`config.mk`:
```
export PLATFORM = sky130hd
export DESIGN_NAME = pfba_word_search
export DESIGN_NICKNAME = d
export VERILOG_FILES = /design/src/rtl/pfba_pkg.sv /design/src/rtl/pfba_word_search.sv
export SDC_FILE = /design/constraint.sdc
export NUM_CORES = 1
export LEC_CHECK = 0
export CAP_MARGIN = 0
export CORE_MARGIN = 3
export CORE_UTILIZATION = 55
export DETAILED_ROUTE_END_ITERATION = 6
export DONT_BUFFER_PORTS = 1
export PLACE_DENSITY = 0.7
export SKIP_LAST_GASP = 1
export SYNTH_ARGS = -nofsm -noshare
export SYNTH_HDL_FRONTEND = slang
export SYNTH_SLANG_ARGS = --single-unit
export TNS_END_PERCENT = 30
```
`constraint.sdc`:
```
create_clock -name vclk -period 4.9
set_input_delay 0.98 -clock vclk [all_inputs]
set_output_delay 0.98 -clock vclk [all_outputs]
set_load 0.05 [all_outputs]
```
`src/rtl/pfba_pkg.sv`:
```
// Package for the page frame bitmap allocator: sizes, register indexes,
// request codes and the word window type shared by the RTL modules.
// Depends on nothing.
package pfba_pkg;

   localparam int PAGES      = 65536;
   localparam int REGIONS    = 2;
   localparam int WORD_BITS  = 64;
   localparam int WORD_SHIFT = $clog2(WORD_BITS);
   localparam int WORDS      = PAGES / WORD_BITS;
   localparam int ADDR_W     = $clog2(WORDS);
   localparam int IDX_W      = 16;
   localparam int CNT_W      = 17;
   localparam int CSR_IDX_W  = 3;
   localparam int CSR_DATA_W = 17;

   localparam logic [CSR_IDX_W-1:0] CSR_REGION_COUNT  = 3'd0;
   localparam logic [CSR_IDX_W-1:0] CSR_REGION0_START = 3'd1;
   localparam logic [CSR_IDX_W-1:0] CSR_REGION0_END   = 3'd2;
   localparam logic [CSR_IDX_W-1:0] CSR_REGION1_START = 3'd3;
   localparam logic [CSR_IDX_W-1:0] CSR_REGION1_END   = 3'd4;
   localparam logic [CSR_IDX_W-1:0] CSR_RAM_MASK      = 3'd5;

   localparam logic REQ_ALLOC = 1'b0;
   localparam logic REQ_FREE  = 1'b1;

   typedef struct packed {
      logic                  first;
      logic                  last;
      logic [WORD_SHIFT-1:0] lo;
      logic [WORD_SHIFT-1:0] hi;
   } word_window_type;

endpackage

```
`src/rtl/pfba_word_search.sv`:
```
// Find-first-free search over one word of the used map, limited to the
// scan window inside the first and last words. Depends on pfba_pkg.
module pfba_word_search
   import pfba_pkg::*;
(
   input  logic [WORD_BITS-1:0]  used_word,
   input  word_window_type       window,
   output logic                  found,
   output logic [WORD_SHIFT-1:0] pos
);

   logic [WORD_BITS-1:0] free_bits;

   always_comb begin
      for (int i = 0; i < WORD_BITS; i++) begin
         free_bits[i] = !used_word[i]
                        && (!window.first || (WORD_SHIFT'(i) >= window.lo))
                        && (!window.last  || (WORD_SHIFT'(i) <= window.hi));
      end
   end

   always_comb begin
      found = |free_bits;
      pos   = '0;
      for (int i = WORD_BITS - 1; i >= 0; i--) begin
         if (free_bits[i]) begin
            pos = WORD_SHIFT'(i);
         end
      end
   end

endmodule

```
# Yosys cells after proc, flatten, opt, wreduce, memory -nomap -nowiden

Index checks and enable logic that the tools add are counted.

Flip-flop bits (word level): 0
Bits of input ports: 78
Word-level logic and storage cells: 515

Reductions and logical operators: 323
Mux-type cells: 64
Order comparisons: 128

Operators by type and width:

| kind                 | count |
|---|---|
| $mux W6              | 64 |
| $ge A6 B6 Y1 const A | 32 |
| $le A6 B6 Y1 const A | 32 |
| $logic_and A1 B1 Y1  | 128 |
| $logic_or A1 B1 Y1   | 128 |
| $ge A5 B6 Y1 const A | 16 |
| $le A5 B6 Y1 const A | 16 |
| $logic_not A1 Y1     | 66 |
| $reduce_or A64 Y1    | 1 |
| $ge A4 B6 Y1 const A | 8 |
| $le A4 B6 Y1 const A | 8 |
| $ge A3 B6 Y1 const A | 4 |
| $le A3 B6 Y1 const A | 4 |
| $ge A1 B6 Y1 const A | 2 |
| $ge A2 B6 Y1 const A | 2 |
| $le A1 B6 Y1 const A | 2 |
| $le A2 B6 Y1 const A | 2 |

# Depth between registers and ports, before layout

Gate-level depths: netlist of run 1.

Depth after elaboration: 68
Mapped depth: 11
Mapped depth without buffers: 8

# Worst setup path before layout of run 1

No wires, ideal clock.

Path type: input-to-output
Start point: input port window[1] (netlist bit)
End point: output port pos[3]
Path buffers: 1
Setup slack: 614 ps
Arrival time: 3306 ps
Cell stages on the path: 9
Path through: buf_2 > o41ai_1 > a221oi_1 > o21ai_1 > o311ai_0 > or3_1 > a21oi_1 > o21ai_0 > a21oi_1

Word-level cells in the longest chain between the ends: 67

RTL lines:

| item                  | line                   | source |
|---|---|---|
| start: declaration    | pfba_word_search.sv:7  | `input word_window_type window,` |
| $le A6 B6 Y1          | pfba_word_search.sv:18 | `&& (!window.last \|\| (WORD_SHIFT'(i) <= window.hi));` |
| $logic_or A1 B1 Y1    | pfba_word_search.sv:18 |  |
| $logic_and A1 B1 Y1   | pfba_word_search.sv:18 |  |
| $mux W6 (63 in a row) | pfba_word_search.sv:26 | `if (free_bits[i]) begin` |
| $mux W6 *             | pfba_word_search.sv:26 |  |
| end: declaration      | pfba_word_search.sv:9  | `output logic [WORD_SHIFT-1:0] pos` |

Every way passes the cells marked *; elsewhere a longest branch is shown, timed or not.

# Final worst setup path of run 1

Start point: input port window[13] (netlist bit)
End point: output port pos[4]

Word-level cells in the longest chain between the ends: 68

RTL lines:

| item                  | line                   | source |
|---|---|---|
| $logic_not A1 Y1 *    | pfba_word_search.sv:17 | `&& (!window.first \|\| (WORD_SHIFT'(i) >= window.lo))` |
| $logic_or A1 B1 Y1    | pfba_word_search.sv:17 |  |
| $logic_and A1 B1 Y1   | pfba_word_search.sv:17 |  |
| $logic_and A1 B1 Y1   | pfba_word_search.sv:18 |  |
| $mux W6 (63 in a row) | pfba_word_search.sv:26 |  |
| $mux W6 *             | pfba_word_search.sv:26 |  |

Marked as above.

==> results of run 1 <==
-- layer usage --
layer | up-vias | routed length, µm
met4 | 0 | 741
met3 | 58 | 1580
met5 | - | 0
met1 | 1703 | 4430
li1 | 1688 | -
met2 | 340 | 5380
-- where the power goes --
| part | internal, mW | switching [mW] |
|---|---|---|
| Clock | 0 | 0 |
| Sequential | 0 | 0 |
| Combinational | 0.0981 | 0.168 |
| Total | 0.0981 | 0.168 |
-- final cells by class --
cell class / instances / area share, %
inverter: 12 / 1.69
multi-input combinational: 395 / 92.9
tap: 67 / 3.15
timing repair buffer: 8 / 2.26
-- placed cells by master (no fill, tap or decap), types with 6 or more instances in the layout --
| cell type | instances |
|---|---|
| inv_1 | 12 |
| buf_4 | 8 |
| nor2_1 | 22 |
| nor2b_1 | 10 |
| a211o_1 | 8 |
| o21ai_0 | 38 |
| a21o_1 | 16 |
| a31oi_1 | 8 |
| nand3_1 | 21 |
| nand4_1 | 10 |
| o21a_1 | 7 |
| a21oi_1 | 47 |
| a211oi_1 | 12 |
| nor3_1 | 10 |
| a221oi_1 | 11 |
| a221o_1 | 9 |
| and2_1 | 6 |
| nand2_1 | 55 |
-- per-stage QoR --
stage	util, %	worst slack, ns	instance area [µm²]
floorplan	-	0.614	2750
global placement	55.6	0.707	2660
detailed placement	55.6	0.686	2660
CTS	55.6	0.690	2660
global route	55.6	0.417	2660
finish	55.6	0.647	2660
-- cells by family after synthesis --
logic type | synth area share (%)
AOI/OAI and AO/OA | 55.1
and+or+nand+nor | 34.7
buffers and inverters | 10.2
-- worst max-delay path by stage --
stage | slack, ns | cells past startpoint | from | end
2_1_floorplan | 0.61 | 9 | window[1] | pos[3]
3_3_place_gp | 0.71 | 7 | window[13] | pos[4]
6_report | 0.65 | 8 | window[13] | pos[4]
3_5_place_dp | 0.69 | 8 | window[12] | pos[4]
4_1_cts | 0.69 | 8 | window[13] | pos[4]
5_1_grt | 0.42 | 8 | window[12] | pos[4]
==> flow_summary.yaml, run 1 <==
run_status:
  status: "complete, no violations"
yosys:
  synth.most_common_cell: "nand2_1"
  yosys.area.top_type_share_pct: 8.55
  synthTopCellsByArea: "a21oi_1 8.5%, nand2_1 7.5%, o21ai_0 6.9%, buf_2 4.7%, a21o_1 4.4%"
  synth_nets: 526
  synth_top_area_cell: "a21oi_1"
  postSynthCellCount: 448
  netlist_top_cells_count: "55 x nand2_1, 47 x a21oi_1, 38 x o21ai_0"
  synthDistinctLibCells: 69
  yosysWarnings: 0
  post_synth.cell_area_avg_um2: 6.14
  seq_area_frac_synth_pct: 0
  syn_area_um2: 2750
cells_and_area:
  area_growth_syn_to_layout_pct: -3.32
  diodes: 0
  drive_gt1_share_pct: 7.47
  finalNonFillerCells: 482
  fin_nets: 495
  clock_buffers: 0
  multi_input_area_um2: 2470
  seq_cells: 0
  seqCellArea_um2: 0
  fillers: 532
worst_hold_path:
  hold-path-endpoint: "pos[2]"
  hold_class: "in -> out"
  min-delay-start: "used_word[0]"
  whs_path_depth: 5
pwr:
  power_density_nw_per_um2: 100
  finalPower_mw: 0.266
  vdd_drop_max_v: 0.0000417
  p_leak_nw: 0.942
detailed_routing:
  drc: 0
  vias: 3789
  wl_um: 12100
  wl_per_cell_um: 25.2
  drt_iter0_markers: 649
  dr.pass1.iters: 5
  via_per_inst: 7.86
  ant_nets: 0
global_routing:
  antenna_found_initial: 0
  grt_pass1_wl_um: 18500
  gr-usage-met1_pct: 49.0
  met3_usage_pct: 6.69
  grt_busiest_layer: "met2"
  grt_usage_pct: 39.0
  grt.met2_usage_pct: 63.5
  grt_pass1_vias: 3453
  grt_max_degree: 36
  overflow: 0
worst_setup_path:
  cp-end-kind: "output port"
  critPathBufInv: 0
  crit_type: "in -> out"
  cp_top_family: "simple AND/OR/NAND/NOR gates"
  start_kind: "input pin"
  worstPathRequired_ns: 3.92
  worstPathArrival_ns: 3.27
  critPathMaxStageDelay_ns: 0.57
  slowest_stage: "or4_1"
  cp_max_fo: 31
  path_cells: "and2_1 -> o21ai_0 -> and3b_1 -> or4_1 -> a211oi_1 -> nor2b_2 -> nor2b_1 -> o31a_1"
placement:
  io_buffer_count: 0
  dpl.hpwl_um: 9460
  gp_congestion: 1.00
  place_inst: 482
timing:
  min_period_over_period_pct: 86.8
  whs_ns: 2.44
  rsz0062_at_grt: "no"
  setup_viol: 0
  finalSetupTns_ns: 0
  post-route-min-period_ns: 4.25
  max_clock_freq_ghz: 0.235
  relSlewSlack_pct: 46.9
  timing.final.hold_violations: 0
  worst_pin_slew_ns: 0.786
  slew_violations: 0
floorplanning:
  die_h_um: 76.7
  core_um2: 4790
  die_x_um: 76.7
  start_util_pct: 57.5
  fp-row-count: 25
  dieArea_um2: 5890
  ios: 85
clocking:
  hold_buffers: 0
  postCtsSetupBuffers: 0
  cts-resized-gates: 0
flow_run:
  cap_violations: 0
Note: power is estimated with default switching activity, not from simulation.
==> inputs of run 2 (changes only) <==
--- a/config.mk
+++ b/config.mk
@@ -6,11 +6,10 @@
 export NUM_CORES = 1
 export LEC_CHECK = 0
 export CAP_MARGIN = 0
-export CORE_MARGIN = 3
-export CORE_UTILIZATION = 55
+export CORE_MARGIN = 5
+export CORE_UTILIZATION = 41
 export DETAILED_ROUTE_END_ITERATION = 6
 export DONT_BUFFER_PORTS = 1
-export PLACE_DENSITY = 0.7
 export SKIP_LAST_GASP = 1
 export SYNTH_ARGS = -nofsm -noshare
 export SYNTH_HDL_FRONTEND = slang
==> flow_summary.yaml, run 2 (synthesis gave the netlist of run 1 again) <==
run_status:
  status: "complete, no violations"
global_routing:
  met3_usage_pct: 5.16
  grt_usage_pct: 28.5
  gr-usage-met1_pct: 37.3
  grt_pass1_wl_um: 19300
  antenna_found_initial: 1
  grt_busiest_layer: "met2"
  grt.met2_usage_pct: 47.8
  grt_pass1_vias: 3363
  grt_max_degree: 36
  overflow: 0
cells_and_area:
  area_growth_syn_to_layout_pct: -2.50
  mostFrequentLayoutCell: "nand2_1"
  drive_gt1_share_pct: 7.69
  seq_cells: 0
  seqCellArea_um2: 0
  layout_common_cells: "55 x nand2_1, 47 x a21oi_1, 38 x o21ai_0, 22 x nor2_1, 21 x nand3_1"
  fin_nets: 496
  clock_buffers: 0
floorplanning:
  fp-row-count: 29
  start_util_pct: 42.9
  ios: 85
  die_x_um: 91.9
  core_um2: 6420
  dieArea_um2: 8450
  die_h_um: 91.9
clocking:
  hold_buffers: 0
  cts-resized-gates: 0
  postCtsSetupBuffers: 0
worst_hold_path:
  hold_class: "in -> out"
timing:
  setup_viol: 0
  finalSetupTns_ns: 0
  max_clock_freq_ghz: 0.227
  relSlewSlack_pct: 53.9
  min_period_over_period_pct: 89.8
  worst_pin_slew_ns: 0.690
  post-route-min-period_ns: 4.40
  rsz0062_at_grt: "no"
  slew_violations: 0
  timing.final.hold_violations: 0
worst_setup_path:
  cp_max_fo: 31
  worstPathRequired_ns: 3.92
  worstPathArrival_ns: 3.42
  path_cells: "and3_1 -> a21oi_1 -> o2bb2ai_1 -> a2111oi_0 -> or3_1 -> o211ai_1 -> a31oi_1 -> o211a_1"
  cp-end-kind: "output port"
  critPathMaxStageDelay_ns: 0.51
  start_kind: "input pin"
  crit_type: "in -> out"
  slowest_stage: "a2111oi_0"
detailed_routing:
  drt_iter0_markers: 570
  wl_per_cell_um: 26.2
  via_per_inst: 7.56
  dr.pass1.iters: 6
  drc: 0
  wl_um: 13000
  ant_nets: 0
  vias: 3737
pwr:
  p_leak_nw: 0.947
  power_density_nw_per_um2: 99.3
  vdd_drop_max_v: 0.0000285
  finalPower_mw: 0.267
placement:
  io_buffer_count: 0
  gp_congestion: 1.05
  dpl.hpwl_um: 10100
flow_run:
  cap_violations: 0
[run 2: critical path, delay by kind of cell]
kind	cells	cell delay [ns]
AO/OA/AOI/OAI	6	1.84
AND/OR/NAND/NOR	2	0.60
[run 2: cell type report]
cell class	count	area [µm²]
antenna	1	2.50
multi-input combinational	395	2470
timing repair buffer	9	67.6
tap	77	96.3
inverter	12	45.0
fill	712	3740
[run 2: path summary, 6_finish.rpt]
path / from / endpoint / depth (start not counted)
max: window[13] / pos[0] / 8
min: used_word[0] / pos[2] / 5
[run 2: routing by layer]
metal	routed length [µm]	part of all wire, %
met5	0	0
met4	509	3.9
met3	1570	12
met2	5830	45
met1	5050	39
[run 2: power breakdown]
group / internal (mW) / switching [mW]
Combinational: 0.0983 / 0.168
Clock: 0.0000000273 / 0
Sequential: 0 / 0
Total: 0.0983 / 0.168
[run 2: stage by stage]
stage / util [%] / setup slack [ns] / instance area [µm²] / instances / hold slack (ns)
6_report: 41.8 / 0.498 / 2680 / 494 / 2.43
5_1_grt: 41.8 / 0.409 / 2680 / 494 / 2.48
4_1_cts: 41.7 / 0.603 / 2680 / 493 / 2.43
3_5_place_dp: 41.7 / 0.596 / 2680 / 493 / 2.43
3_3_place_gp: 41.7 / 0.644 / 2680 / 493 / 2.42
2_1_floorplan: - / 0.614 / 2750 / 448 / 2.35
